`src/rtl/complete_binary_tree_store_core_assert.svh`:
```
// assertion macros used by the asserting file of the core
`ifndef COMPLETE_BINARY_TREE_STORE_CORE_ASSERT_SVH
`define COMPLETE_BINARY_TREE_STORE_CORE_ASSERT_SVH

// same-cycle implication
`define ASSERT_IMPL(label, clk, rst, ante, cons) \
  label: assert property (@(posedge clk) disable iff (rst) (ante) |-> (cons)) \
    else $error("same-cycle check failed");

// next-cycle implication
`define ASSERT_NEXT(label, clk, rst, ante, cons) \
  label: assert property (@(posedge clk) disable iff (rst) (ante) |=> (cons)) \
    else $error("next-cycle check failed");

`endif

```
`src/rtl/cbts_pkg.sv`:
```
`timescale 1ns / 1ps

package cbts_pkg;

  localparam int FUNC_W  = 3;
  localparam int VAL_W   = 8;
  localparam int CNT_W   = 6;
  localparam int STAT_W  = 3;
  localparam int DEPTH_W = 3;
  localparam int PH_W    = 2;

  // request codes
  localparam logic [FUNC_W-1:0] FN_INSERT    = 3'd0;
  localparam logic [FUNC_W-1:0] FN_SEARCH    = 3'd1;
  localparam logic [FUNC_W-1:0] FN_PREORDER  = 3'd2;
  localparam logic [FUNC_W-1:0] FN_INORDER   = 3'd3;
  localparam logic [FUNC_W-1:0] FN_POSTORDER = 3'd4;

  // result status codes
  localparam logic [STAT_W-1:0] ST_INSERTED = 3'd0;
  localparam logic [STAT_W-1:0] ST_FULL     = 3'd1;
  localparam logic [STAT_W-1:0] ST_FOUND    = 3'd2;
  localparam logic [STAT_W-1:0] ST_NOTFOUND = 3'd3;
  localparam logic [STAT_W-1:0] ST_ELEM     = 3'd4;
  localparam logic [STAT_W-1:0] ST_EMPTY    = 3'd5;

  // walk phase at a node; equals the order code that emits in that phase
  localparam logic [PH_W-1:0] PH_DOWN  = 2'd0;
  localparam logic [PH_W-1:0] PH_LEFT  = 2'd1;
  localparam logic [PH_W-1:0] PH_RIGHT = 2'd2;

  typedef struct packed {
    logic accept;
    logic rd_en;
    logic rd_walk;
    logic srch_step;
    logic emit_set;
    logic adv;
  } cmd_t;

  typedef struct packed {
    logic empty;
    logic srch_hit;
    logic srch_end;
    logic emit_here;
    logic res_more;
  } stat_t;

  // floor(log2(p)) for p >= 1
  function automatic logic [DEPTH_W-1:0] depth_of(input logic [CNT_W-1:0] p);
    logic [DEPTH_W-1:0] d;
    d = '0;
    for (int i = 0; i < CNT_W; i++) begin
      if (p[i]) d = DEPTH_W'(i);
    end
    return d;
  endfunction

endpackage

```
`src/rtl/cbts_ctrl.sv`:
```
`timescale 1ns / 1ps

module cbts_ctrl (
  input  logic                        clk,
  input  logic                        rst,
  input  logic                        in_valid,
  input  logic [cbts_pkg::FUNC_W-1:0] in_func,
  output logic                        in_ready,
  output logic                        out_valid,
  input  logic                        out_ready,
  input  cbts_pkg::stat_t             stat,
  output cbts_pkg::cmd_t              cmd
);

  localparam logic [2:0] S_IDLE     = 3'd0;
  localparam logic [2:0] S_SRCH_RD  = 3'd1;
  localparam logic [2:0] S_SRCH_CMP = 3'd2;
  localparam logic [2:0] S_WALK     = 3'd3;
  localparam logic [2:0] S_EMIT_RD  = 3'd4;
  localparam logic [2:0] S_OUT      = 3'd5;

  logic [2:0] state;
  logic [2:0] state_next;
  logic       accept;

  assign in_ready  = (state == S_IDLE);
  assign out_valid = (state == S_OUT);
  assign accept    = in_valid && in_ready;

  always_comb begin
    state_next = state;
    unique case (state)
      S_IDLE: begin
        if (accept) begin
          case (in_func) inside
            cbts_pkg::FN_INSERT: state_next = S_OUT;
            cbts_pkg::FN_SEARCH: state_next = stat.empty ? S_OUT : S_SRCH_RD;
            cbts_pkg::FN_PREORDER, cbts_pkg::FN_INORDER, cbts_pkg::FN_POSTORDER:
              state_next = stat.empty ? S_OUT : S_WALK;
            default: state_next = S_IDLE;
          endcase
        end
      end
      S_SRCH_RD:  state_next = S_SRCH_CMP;
      S_SRCH_CMP: state_next = (stat.srch_hit || stat.srch_end) ? S_OUT : S_SRCH_RD;
      S_WALK:     state_next = stat.emit_here ? S_EMIT_RD : S_WALK;
      S_EMIT_RD:  state_next = S_OUT;
      S_OUT: begin
        if (out_ready) state_next = stat.res_more ? S_WALK : S_IDLE;
      end
      default:    state_next = S_IDLE;
    endcase
  end

  always_ff @(posedge clk) begin
    if (rst) begin
      state <= S_IDLE;
    end else begin
      state <= state_next;
    end
  end

  always_comb begin
    cmd.accept    = accept;
    cmd.rd_en     = (state == S_SRCH_RD) || (state == S_EMIT_RD);
    cmd.rd_walk   = (state == S_EMIT_RD);
    cmd.srch_step = (state == S_SRCH_CMP);
    cmd.emit_set  = (state == S_EMIT_RD);
    cmd.adv       = ((state == S_WALK) && !stat.emit_here) ||
                    ((state == S_OUT) && out_ready && stat.res_more);
  end

endmodule

```
`src/rtl/cbts_datapath.sv`:
```
`timescale 1ns / 1ps

module cbts_datapath #(
  parameter int CAPACITY = 63
) (
  input  logic                         clk,
  input  logic                         rst,
  input  cbts_pkg::cmd_t               cmd,
  input  logic [cbts_pkg::FUNC_W-1:0]  in_func,
  input  logic [cbts_pkg::VAL_W-1:0]   in_value,
  output cbts_pkg::stat_t              stat,
  output logic [cbts_pkg::STAT_W-1:0]  res_status,
  output logic [cbts_pkg::VAL_W-1:0]   res_value,
  output logic [cbts_pkg::DEPTH_W-1:0] res_depth,
  output logic                         res_last
);

  localparam int AW = (CAPACITY > 1) ? $clog2(CAPACITY) : 1;
  localparam int CW = cbts_pkg::CNT_W;

  logic [cbts_pkg::VAL_W-1:0] mem [CAPACITY];
  logic [cbts_pkg::VAL_W-1:0] rd_data;
  logic [AW-1:0]              rd_addr;

  logic [CW-1:0]                count;
  logic [cbts_pkg::VAL_W-1:0]   key;
  logic [cbts_pkg::PH_W-1:0]    order;
  logic [CW-1:0]                pos;
  logic [cbts_pkg::PH_W-1:0]    phase;
  logic [CW-1:0]                emit_cnt;
  logic [CW-1:0]                idx;

  logic [CW-1:0]             pos_next;
  logic [cbts_pkg::PH_W-1:0] phase_next;
  logic [CW:0]               left_pos;
  logic [CW:0]               right_pos;
  logic [CW:0]               cnt_ext;
  logic [CW-1:0]             pos_m1;
  logic [CW-1:0]             idx_p1;
  logic                      full;
  logic                      do_insert;
  logic                      emit_last;

  assign full      = (count >= CW'(CAPACITY));
  assign do_insert = cmd.accept && (in_func == cbts_pkg::FN_INSERT) && !full;
  assign cnt_ext   = {1'b0, count};
  assign left_pos  = {pos, 1'b0};
  assign right_pos = {pos, 1'b1};
  assign pos_m1    = pos - CW'(1);
  assign idx_p1    = idx + CW'(1);
  assign emit_last = (emit_cnt == count - CW'(1));
  assign rd_addr   = cmd.rd_walk ? pos_m1[AW-1:0] : idx[AW-1:0];

  always_comb begin
    stat.empty     = (count == '0);
    stat.srch_hit  = (rd_data == key);
    stat.srch_end  = ({1'b0, idx_p1} >= cnt_ext);
    stat.emit_here = (phase == order);
    stat.res_more  = (res_status == cbts_pkg::ST_ELEM) && !res_last;
  end

  // one move of the stackless walk
  always_comb begin
    pos_next   = pos;
    phase_next = phase;
    case (phase)
      cbts_pkg::PH_DOWN: begin
        if (left_pos <= cnt_ext) begin
          pos_next = left_pos[CW-1:0];
        end else begin
          phase_next = cbts_pkg::PH_LEFT;
        end
      end
      cbts_pkg::PH_LEFT: begin
        if (right_pos <= cnt_ext) begin
          pos_next   = right_pos[CW-1:0];
          phase_next = cbts_pkg::PH_DOWN;
        end else begin
          phase_next = cbts_pkg::PH_RIGHT;
        end
      end
      default: begin
        if (pos != CW'(1)) begin
          pos_next   = pos >> 1;
          phase_next = pos[0] ? cbts_pkg::PH_RIGHT : cbts_pkg::PH_LEFT;
        end
      end
    endcase
  end

  always_ff @(posedge clk) begin
    if (rst) begin
      count <= '0;
    end else if (do_insert) begin
      count <= count + CW'(1);
    end
  end

  always_ff @(posedge clk) begin
    if (do_insert) mem[count[AW-1:0]] <= in_value;
    if (cmd.rd_en) rd_data <= mem[rd_addr];
  end

  always_ff @(posedge clk) begin
    if (cmd.accept) begin
      key      <= in_value;
      order    <= cbts_pkg::PH_W'(in_func - cbts_pkg::FN_PREORDER);
      pos      <= CW'(1);
      phase    <= cbts_pkg::PH_DOWN;
      emit_cnt <= '0;
      idx      <= '0;
      res_depth <= '0;
      res_last  <= 1'b1;
      case (in_func) inside
        cbts_pkg::FN_INSERT: res_status <= full ? cbts_pkg::ST_FULL : cbts_pkg::ST_INSERTED;
        cbts_pkg::FN_SEARCH: res_status <= cbts_pkg::ST_NOTFOUND;
        default:             res_status <= cbts_pkg::ST_EMPTY;
      endcase
    end
    if (cmd.srch_step) begin
      if (stat.srch_hit) begin
        res_status <= cbts_pkg::ST_FOUND;
        res_depth  <= cbts_pkg::depth_of(idx_p1);
      end else if (stat.srch_end) begin
        res_status <= cbts_pkg::ST_NOTFOUND;
      end else begin
        idx <= idx_p1;
      end
    end
    if (cmd.emit_set) begin
      res_status <= cbts_pkg::ST_ELEM;
      res_depth  <= '0;
      res_last   <= emit_last;
      emit_cnt   <= emit_cnt + CW'(1);
    end
    if (cmd.adv) begin
      pos   <= pos_next;
      phase <= phase_next;
    end
  end

  // read register holds during the output wait, no read is issued then
  assign res_value = (res_status == cbts_pkg::ST_ELEM) ? rd_data : '0;

endmodule

```
`src/rtl/complete_binary_tree_store_core.sv`:
```
`timescale 1ns / 1ps
// channel | dir | handshake          | payload
// s       | in  | s_tvalid/s_tready  | s_tdata: func[2:0], value[10:3], zero fill
// m       | out | m_tvalid/m_tready  | m_tdata: status[2:0], item_value[10:3],
//         |     |                    |   found_depth[13:11], zero fill; m_tlast
//
// one item at a time; s_tready is high only while nothing is in flight
// insert: result in the cycle after acceptance; search: a read and a compare state per entry compared
// traversal: the down, left and right walk phase at each node, plus an element read and an output state per element
// rst is synchronous: node count and controller cleared, no clearing pass over the store
// a stall on m holds the result and the walk; no new item is taken until the last result goes

module complete_binary_tree_store_core #(
  parameter int CAPACITY = 63
) (
  input  logic        clk,
  input  logic        rst,
  input  logic        s_tvalid,
  output logic        s_tready,
  input  logic [15:0] s_tdata,   // func[2:0], value[10:3]
  output logic        m_tvalid,
  input  logic        m_tready,
  output logic [15:0] m_tdata,   // status[2:0], item_value[10:3], found_depth[13:11]
  output logic        m_tlast
);

`include "complete_binary_tree_store_core_assert.svh"

  logic [cbts_pkg::FUNC_W-1:0]  in_func;
  logic [cbts_pkg::VAL_W-1:0]   in_value;
  logic [cbts_pkg::STAT_W-1:0]  res_status;
  logic [cbts_pkg::VAL_W-1:0]   res_value;
  logic [cbts_pkg::DEPTH_W-1:0] res_depth;
  logic                         res_last;
  cbts_pkg::cmd_t               cmd;
  cbts_pkg::stat_t              stat;

  // unpack the request item
  assign in_func  = s_tdata[2:0];
  assign in_value = s_tdata[10:3];

  // sequencer: idle, search read/compare, walk, element read, result out
  cbts_ctrl u_ctrl (
    .clk       (clk),
    .rst       (rst),
    .in_valid  (s_tvalid),
    .in_func   (in_func),
    .in_ready  (s_tready),
    .out_valid (m_tvalid),
    .out_ready (m_tready),
    .stat      (stat),
    .cmd       (cmd)
  );

  // store, node count, walk position and result registers
  cbts_datapath #(
    .CAPACITY (CAPACITY)
  ) u_dp (
    .clk        (clk),
    .rst        (rst),
    .cmd        (cmd),
    .in_func    (in_func),
    .in_value   (in_value),
    .stat       (stat),
    .res_status (res_status),
    .res_value  (res_value),
    .res_depth  (res_depth),
    .res_last   (res_last)
  );

  // pack the result item
  assign m_tdata = {2'b00, res_depth, res_value, res_status};
  assign m_tlast = res_last;

  // never take a new item while a result is pending
  `ASSERT_IMPL(a_busy_excl, clk, rst, m_tvalid, !s_tready)
  // after the final result the block is free again
  `ASSERT_NEXT(a_last_frees, clk, rst, m_tvalid && m_tready && m_tlast, s_tready)
  // depth is only reported with a match
  `ASSERT_IMPL(a_depth_found, clk, rst,
               m_tvalid && (res_status != cbts_pkg::ST_FOUND), res_depth == '0)
  // only traversal elements can be followed by more results
  `ASSERT_IMPL(a_more_elem, clk, rst,
               m_tvalid && !m_tlast, res_status == cbts_pkg::ST_ELEM)

endmodule

```
`config.mk`:
```
export PLATFORM = sky130hd
export DESIGN_NAME = complete_binary_tree_store_core
export DESIGN_NICKNAME = d
export VERILOG_FILES = /design/src/rtl/cbts_pkg.sv /design/src/rtl/cbts_ctrl.sv /design/src/rtl/cbts_datapath.sv /design/src/rtl/complete_binary_tree_store_core.sv
export VERILOG_INCLUDE_DIRS = /design/src /design/src/rtl
export SDC_FILE = /design/constraint.sdc
export NUM_CORES = 1
export LEC_CHECK = 0
export ABC_AREA = 1
export ABC_CLOCK_PERIOD_IN_PS = 2900
export BUFFER_PORTS_ARGS = -buffer_cell sky130_fd_sc_hd__buf_2
export CAP_MARGIN = 0
export CORE_MARGIN = 2
export CORE_UTILIZATION = 45
export CTS_BUF_LIST = sky130_fd_sc_hd__clkbuf_4
export CTS_CLUSTER_SIZE = 24
export DETAILED_ROUTE_END_ITERATION = 8
export GPL_TIMING_DRIVEN = 0
export SYNTH_ARGS = -nofsm -noshare
export SYNTH_HDL_FRONTEND = slang
export SYNTH_SLANG_ARGS = --single-unit
```
`constraint.sdc`:
```
create_clock -name clk -period 2.9 [get_ports clk]
set_input_delay 0.435 -clock clk [delete_from_list [all_inputs] [get_ports clk]]
set_output_delay 0.435 -clock clk [all_outputs]
set_load 0.02 [all_outputs]
```
# After elaboration in Yosys (flattened, before gate mapping)
# Memory sizes are Yosys's and may differ from the RTL's. A register that Yosys moved wholly into a read port is not among the register bits.
# Index checks and enable logic that the tools add are counted.
# word_totals
ff_bits	46
mem_bits_rw	504
inputBits	20
output_inout_bits	19
elab_cells	117
memories	1
# classes
add_sub_neg	6
magnitude_cmp	4
n_eq_ne	21
n_mux	51
n_reduce_logical	23
# memory_table
memory	depth	word_bits	rd	rd_ports_with_merged_regs	wr	line_no	source
u_dp.mem	63	8	1	1	1	cbts_datapath.sv:21	logic [cbts_pkg::VAL_W-1:0] mem [CAPACITY];
# op_table
cell	n
6-bit two-way mux	12
3-bit two-way mux	20
6-bit by 1-bit adder with 6-bit output (second input constant)	3
2-bit two-way mux	9
3-bit one-hot mux with 6 select lines	1
7-bit by 6-bit less-or-equal comparator with 1-bit output	2
3-bit by 2-bit == test with 1-bit output (second input constant)	4
3-bit == test (second input constant)	4
6-bit one-hot mux with 2 select lines	1
6-bit by 1-bit subtractor with 6-bit output (second input constant)	2
8-bit == test	1
8-bit two-way mux	1
1-bit logical AND	7
3-bit by 1-bit == test with 1-bit output (second input constant)	2
6-bit == test	1
6-bit >= comparator	1
6-bit >= comparator (second input constant)	1
3-bit logical NOT	2
6-bit logical NOT	1
1-bit two-way mux	6
3-bit by 2-bit inequality test with 1-bit output (second input constant)	2
6-bit by 1-bit inequality test with 1-bit output (second input constant)	1
4-bit by 1-bit inequality test with 1-bit output (second input constant)	1
2-bit one-hot mux with 2 select lines	1
other kinds (14)	19

# Depth between registers and ports, before layout
# Gate-level depths: netlist of run 1.
# depth
ltp_word	8
mapped_depth	13
ltp_nobuf	13

# Modules after synthesis
# From an unflattened synthesis of run 1, not the netlist that was laid out.
# hier_totals
hier_cells	2598
hier_area_um2	25633.3
# modules_own_cells
mod	instances	cells_per_inst	area_each_um2
cbts_datapath	1	2541	25303.0
cbts_ctrl	1	54	311.5
complete_binary_tree_store_core	1	3	18.8

# Least setup slack after synthesis of run 1
# Ideal clock, no wire load.
# synth_timing
path_kind	reg2reg
from	register u_ctrl.state[2]
to	memory u_dp.mem[57][0] in the netlist's numbering (enable)
arrival_ns	2.110
required_time_ns	2.530
slack_ns	0.420
path_stages_with_launch	9
path_buffers	1
period_less_slack_ns	2.480
path_cell_list	dfxtp_1 -> buf_4 -> nor3_2 -> nand2_1 -> nor3_4 -> inv_2 -> nor2_2 -> nand2_1 -> nor2_1
# synth_via
elab_chain_cells	6
# synth_lines
item	line_no	source
from (decl)	cbts_ctrl.sv:22	logic [2:0] state;
from (signal assigned)	cbts_ctrl.sv:59	state <= state_next;
3-bit logical NOT	cbts_ctrl.sv:26	assign in_ready = (state == S_IDLE);
via s_tready	complete_binary_tree_store_core.sv:19	output logic s_tready,
1-bit logical AND	cbts_ctrl.sv:28	assign accept = in_valid && in_ready;
1-bit logical AND (2 in a row)	cbts_datapath.sv:45	assign do_insert = cmd.accept && (in_func == cbts_pkg::FN_INSERT) && !full;
1-bit two-way mux	cbts_datapath.sv:100	if (do_insert) mem[count[AW-1:0]] <= in_value;
1-bit two-way mux (implied by the code)	cbts_datapath.sv:100	
to (decl)	cbts_datapath.sv:21	
# The timed path passes the listed nets, and every way through them passes these cells.

# Worst setup path after layout of run 1
# layout_timing
from	register u_dp.pos[0]
to	register u_dp.rd_data[3] in the netlist's numbering, read port of u_dp.mem (data pin)
# layout_via
elab_chain_cells	2
# layout_lines
item	line_no	source
from (decl)	cbts_datapath.sv:28	logic [CW-1:0] pos;
from (signal assigned)	cbts_datapath.sv:137	pos <= pos_next;
6-bit by 1-bit subtractor with 6-bit output	cbts_datapath.sv:49	assign pos_m1 = pos - CW'(1);
6-bit two-way mux	cbts_datapath.sv:52	assign rd_addr = cmd.rd_walk ? pos_m1[AW-1:0] : idx[AW-1:0];
to (decl)	cbts_datapath.sv:22	logic [cbts_pkg::VAL_W-1:0] rd_data;
# Every way passes these cells.
# A chain may end at the register's enable or synchronous reset.

==> results of run 1 <==
state kept, by name, indices dropped and copies added (netlist names):
register / cells
u_dp.idx: 6
u_dp.key: 8
u_dp.res_status: 3
u_dp.pos: 6
u_dp.phase: 2
u_dp.order: 2
u_dp.rd_data: 8
u_dp.emit_cnt: 6
u_ctrl.state: 3
u_dp.res_last: 1
u_dp.res_depth: 3
u_dp.mem: 504
u_dp.count: 6
per-stage QoR:
step | cells | power, mW
detailed placement | 3387 | 16.55
global route | 3668 | 24.74
CTS | 3668 | 23.54
finish | 3669 | 23.58
floorplan | 2598 | 13.83
global placement | 3385 | 16.47
how the worst max path moves through the flow:
| stage | start | to | depth (start not counted) |
|---|---|---|---|
| finish | u_dp.pos[0] | u_dp.rd_data[3] | 13 |
| global route | u_dp.count[4] | u_dp.mem[29][5] | 10 |
| CTS | u_dp.count[4] | u_dp.mem[41][2] | 8 |
| detailed placement | u_dp.count[4] | u_dp.mem[17][7] | 8 |
| global placement | u_dp.count[4] | u_dp.mem[17][0] | 8 |
| floorplan | u_ctrl.state[2] | u_dp.mem[57][0] | 8 |
timing repair:
item	4_1_cts	5_1_grt
resized for setup	103	45
setup endpoints to repair	505	372
setup buffers	13	0
pin swaps	6	0
hold buffers	10	0
hold endpoints to repair	89	0
routing by layer:
metal	share of wire (%)	vias to the layer above
li1	-	8984
met1	42	9032
met2	46	756
met3	8.2	160
met4	3.7	2
met5	0.024	-
layout make-up:
| cell class | instances | area, um^2 |
|---|---|---|
| Antenna cell | 2 | 5.005 |
| Multi-Input combinational cell | 1363 | 6834 |
| Inverter | 555 | 2087 |
| Tap cell | 756 | 945.9 |
| Fill cell | 5082 | 26820 |
| Clock inverter | 39 | 236.5 |
| Clock buffer | 219 | 1644 |
| Buffer | 121 | 655.6 |
| Timing Repair Buffer | 56 | 503.0 |
| Sequential cell | 558 | 16550 |
report_power, final:
group	switching, mW	total [mW]	internal [mW]
clock	3.24	6.95	3.71
combinational	5.24	7.27	2.03
sequential	0.179	9.35	9.17
kinds of logic after synthesis:
kind of cell	synth area share (%)
AO/OA/AOI/OAI	1.257
XOR/XNOR	0.5477
adder cells (fa/ha/maj)	0.8802
buffers and inverters	10.58
flip-flops	64.66
other	0.01466
AND/OR/NAND/NOR	22.06
placed cells by master, fill, tap and decap left out, drive strengths merged, types with 6 or more instances in the layout:
| cell type | count |
|---|---|
| a21oi | 17 |
| buf | 140 |
| clkbuf | 246 |
| clkinv | 29 |
| dfxtp | 21 |
| dlygate4sd3 | 10 |
| edfxtp | 537 |
| ha | 18 |
| inv | 560 |
| nand2 | 529 |
| nand3 | 593 |
| nand4 | 8 |
| nor2 | 117 |
| nor3 | 13 |
| o21ai | 29 |
| or2 | 6 |
| xnor2 | 7 |
| xor2 | 9 |
worst reg2reg max path: cells and delay by family (launching register included):
family          cells  cell delay [ns]
fa+ha+maj           1             0.25
buf+inv             4             0.77
flops               1             0.47
simple gates        7             0.89
compound gates      1             0.21
==> summary.txt, run 1 <==
Worst Reg-to-Reg Cells - 13
Final setup viols - 0
Worst Path Max Fanout - 10
list of most frequent post-synthesis cells - nand3_1, inv_1, edfxtp_1, nand2_1, nor2_1
hold depth - 1
clk sink count - 558
Top Family by Delay on Critical Path - simple AND/OR/NAND/NOR gates
LEAKAGE - 12.52 nW
Vias - 18930
sequential fraction of the synthesis area - 64.66%
HPWL Detailed - 48310 um
num rows - 87
Worst R2R End - u_dp.rd_data[3]
Post-DP Area - 26770 um^2
Post-Place Setup Slack - -0.5576 ns
Detail Route Antenna Nets - 0
GR Util met2 - 40.25%
CP endpoint kind - flop
Cell Area, Synth - 25590 um^2
final setup TNS - 0 ns
CTS tree - yes
Final #Nets - 2841
period utilisation layout - 98.48%
Layout area overhead - 15.12%
Final Instance Area - 29460 um^2
count leader, synth - nand3_1
I/O Buffers - 31
Tot GR Track Use - 25.19%
Critical Path, Cell by Cell - inv_2 > ha_1 > inv_1 > nand2_1 > a21oi_1 > nor2_1 > inv_2 > clkbuf_4 > nand3_1 > nand3_1 > nand3_1 > nand3_1 > nand2_1
Yosys top cell by area - edfxtp_1
YS warnings - 0
Worst-Margin Slew - 1.102 ns
global placer's final weighted congestion - 0.9549
Iter 0 DRT Violations - 1793
H-tree depth - 4
r2r startpoint - u_dp.pos[0]
post-route worst setup slack - 0.04397 ns
Async SR Flop Fraction - 0%
first-pass GRT wire length - 109500 um
layout cells sized above 1 - 16.35%
status - complete, no violations
Die X - 242.5 um
Hold EP - u_dp.mem[61][6]
Hold Crit Class - input pin to flop
Max-cap violations - 0
vias in the first global route - 18340
met3 Use GR - 5.783%
Slew Viols, Final - 0
post-layout minimum cycle time - 2.856 ns
Initial Utilization - 45.47%
worst clock skew - 0.02684 ns
fmax - 350.1 MHz
grt peak-use layer - met2
clock tree buffer depth - 3
register bit total from synthesis - 558
PwrDens - 800.4 nW/um^2
max_slew headroom - 26.32%
WL/cell - 20.03 um
gr ovfl total - 0
Top FF cell, synth - edfxtp_1
core outline area - 56280 um^2
worst hold start - s_tdata[9]
distinct cell type count after synthesis - 42
largest net degree at the start of global routing - 65
TritonCTS buffer count - 148
Setup CP Type - flop to flop
WHS - 0.1068 ns
total wire length - 73480 um
clk root buf - clkbuf_4
met1 Use GR - 33.14%
initial antenna violation count - 3
dominant cells by area after synthesis - edfxtp_1, nand3_1, inv_1, nand2_1, nor2_1
Worst-path clk slew - 0.07 ns
Final Util - 52.34%
crit-path max cell delay - 0.47 ns
Clk Latency, worst-skew pair - 0.97 ns
drt pass-1 iters - 5
DR DRC count - 0
Yosys top cell area share - 63.02%
Worst EP required - 3.58 ns
count of final hold-check violations - 0
WP buf/inv - 4
Post-synth EDFFs - 537
Arr. time, crit path - 3.54 ns
CP dominant cell by count - nand3_1
startpoint types - flop
cell count after synthesis - 2597
die area - 58790 um^2
Die H - 242.5 um
Max VDD drop - 0.0004829 V
vias per cell - 5.161
Crit-path slowest cell - edfxtp_1
Avg Cell Area, Syn - 9.853 um^2
reg2reg setup slack - 0.04 ns
IO Count - 39
Note: power is estimated with default switching activity, not from simulation.
==> inputs of run 2 (changes only) <==
==> constraint.sdc (replaced) <==
create_clock -name clk -period 2.9 [get_ports clk]
set_input_delay 0.145 -clock clk [delete_from_list [all_inputs] [get_ports clk]]
set_output_delay 0.145 -clock clk [all_outputs]
set_load 0.02 [all_outputs]
==> summary.txt, run 2 (synthesized netlist as in run 1, its figures left out) <==
switching share of power - 36.70% (-0.047 points)
CTS tree - yes
GR Util met2 - 40.31% (+0.059 points)
worst clock skew - 0.03578 ns (+0.008946 ns)
Combinational Power Share - 30.9% (about the same)
post-route worst setup slack - -0.007425 ns (-0.05139 ns)
Hold Crit Class - input pin to flop
Die H - 242.5 um (unchanged)
IO Count - 39 (unchanged)
Worst Path Max Fanout - 10 (unchanged)
clock tree buffer depth - 3 (unchanged)
met3 Use GR - 5.683% (-0.10 points)
die area - 58790 um^2 (unchanged)
Worst-path clk slew - 0.07 ns (about the same)
initial antenna violation count - 3 (unchanged)
Max-cap violations - 0 (unchanged)
Int Pwr - 14.92 mW (about the same)
Psw - 8.652 mW (-0.15%)
Final Instance Area - 29480 um^2 (about the same)
H-tree depth - 4 (unchanged)
first-pass GRT wire length - 109900 um (+0.35%)
met1 Use GR - 33.39% (+0.25 points)
gr ovfl total - 0 (unchanged)
LEAKAGE - 12.58 nW (+0.47%)
vias per cell - 5.165 (about the same)
Slew Viols, Final - 0 (unchanged)
max_slew headroom - 27.08% (+0.76 points)
CP endpoint kind - flop
Vias - 19030 (+0.50%)
PwrDens - 799.7 nW/um^2 (about the same)
TritonCTS buffer count - 148 (unchanged)
clock network fraction of total power - 29.5% (about the same)
DR DRC count - 0 (unchanged)
most frequent cells in the layout - nand3_1, inv_1, edfxtp_1
largest net degree at the start of global routing - 65 (unchanged)
clk sink count - 558 (unchanged)
register share of total power - 39.7% (about the same)
Tot GR Track Use - 25.27% (+0.075 points)
max FFs per register - 504 (unchanged)
num rows - 87 (unchanged)
most common cell after layout, fill and taps aside - nand3_1
count of final hold-check violations - 0 (unchanged)
fmax - 343.9 MHz (-1.8%)
startpoint types - flop
Worst-Margin Slew - 1.091 ns (-0.01140 ns)
status - finished with violations
placed cells - 3387 (unchanged)
failing checks - setup timing
vias in the first global route - 18380 (+0.23%)
Final #Nets - 2856 (+0.53%)
Iter 0 DRT Violations - 1689 (-5.8%)
Max VDD drop - 0.0004395 V (-9.0%)
Final setup viols - 1 (+1)
Die X - 242.5 um (unchanged)
Initial Utilization - 45.47% (unchanged)
WL/cell - 19.98 um (-0.24%)
Post-DP Area - 26770 um^2 (unchanged)
Layout area overhead - 15.20% (about the same)
total wire length - 73600 um (+0.17%)
Worst EP required - 3.58 ns (about the same)
layout cells sized above 1 - 16.40% (+0.053 points)
post-layout minimum cycle time - 2.907 ns (+0.05139 ns)
period utilisation layout - 100.3% (+1.8 points)
Clk Latency, worst-skew pair - 0.98 ns (about the same)
Detail Route Antenna Nets - 0 (unchanged)
drt pass-1 iters - 6 (+1)
grt peak-use layer - met2
# fillers - 5072 (-0.20%)
clk root buf - clkbuf_4
HPWL Detailed - 48310 um (unchanged)
I/O Buffers - 31 (unchanged)
Arr. time, crit path - 3.59 ns (+0.05 ns)
Setup CP Type - flop to flop
core outline area - 56280 um^2 (unchanged)
Finished Layout Cells - 3684 (+0.41%)
global placer's final weighted congestion - 0.9549 (unchanged)
-- run 2: changes by cell type in the layout (fill, tap and decap cells not counted), sizes merged --
cell / change
dlygate4sd3: +13
clkbuf: -2
buf: +4
-- run 2: layout make-up --
cell class	count	area [um^2]	share of cell area, %
flip-flops and latches	558	16550	56.14
inverters	555	2087	7.080
diodes	2	5.005	0.01698
plain buffers	121	650.6	2.207
multi-input cells	1363	6713	22.77
clock buffers	219	1644	5.578
repair buffers	71	648.1	2.199
clock inverters	39	236.5	0.8022
well taps	756	945.9	3.209
-- run 2: metrics by stage --
stage | TNS, ns | setup slack (ns) | util [%] | hold slack [ns] | total power [mW]
after global placement | -152.42 | -0.5887 | 47.43 | 0.3901 | 16.47
after global routing | -0.02507 | -0.01879 | 52.37 | 0.09598 | 24.74
after CTS | -0.1564 | -0.01485 | 52.24 | 0.001826 | 23.55
final | -0.007425 | -0.007425 | 52.38 | 0.1315 | 23.57
after detailed placement | -174.72 | -0.5576 | 47.56 | 0.3920 | 16.55
after floorplan | 0 | 0.4198 | - | 0.2141 | 13.83
-- run 2: final timing paths --
kind / from / endpoint / slack (ns) / cells past startpoint
max: u_dp.pos[0] / u_dp.rd_data[7] / -0.007 / 13
min reg2reg: u_dp.res_depth[1] / u_dp.res_depth[1] / 0.49 / 2
min: s_tvalid / u_ctrl.state[0] / 0.13 / 5
max reg2reg: u_dp.pos[0] / u_dp.rd_data[7] / -0.007 / 13
-- run 2: timing repair --
item	CTS	global route
resized for setup	103	21
endpoints found under the setup margin	505	407
setup buffers	13	2
hold buffers	22	1
endpoints found under the hold margin	496	64
pin swaps	6	1
-- run 2: power by group through the flow --
| stage | Sequential, mW | Combinational [mW] | Clock (mW) |
|---|---|---|---|
| finish | 9.35 | 7.27 | 6.95 |
| floorplan | 9.48 | 4.34 | 0 |
| global route | 9.38 | 7.86 | 7.51 |
| CTS | 9.35 | 7.12 | 7.08 |
| detailed placement | 9.52 | 7.04 | 0 |
| global placement | 9.52 | 6.95 | 0 |
-- run 2: worst max-delay path, stage by stage (launching register included) --
cell and delay (ns):
edfxtp_1 0.48, inv_2 0.15, ha_1 0.25, inv_1 0.06, nand2_1 0.05, a21oi_1 0.21
nor2_1 0.11, inv_2 0.26, buf_2 0.34, nand3_1 0.13, nand3_1 0.18, nand3_1 0.10
nand3_1 0.14, nand2_1 0.16
-- run 2: routing by layer --
layer	up-vias	wire, um	share of wire, %
li1	9008	-	-
met2	789	34120	46
met4	2	2553	3.5
met5	-	18	0.024
met3	136	6026	8.2
met1	9094	30880	42
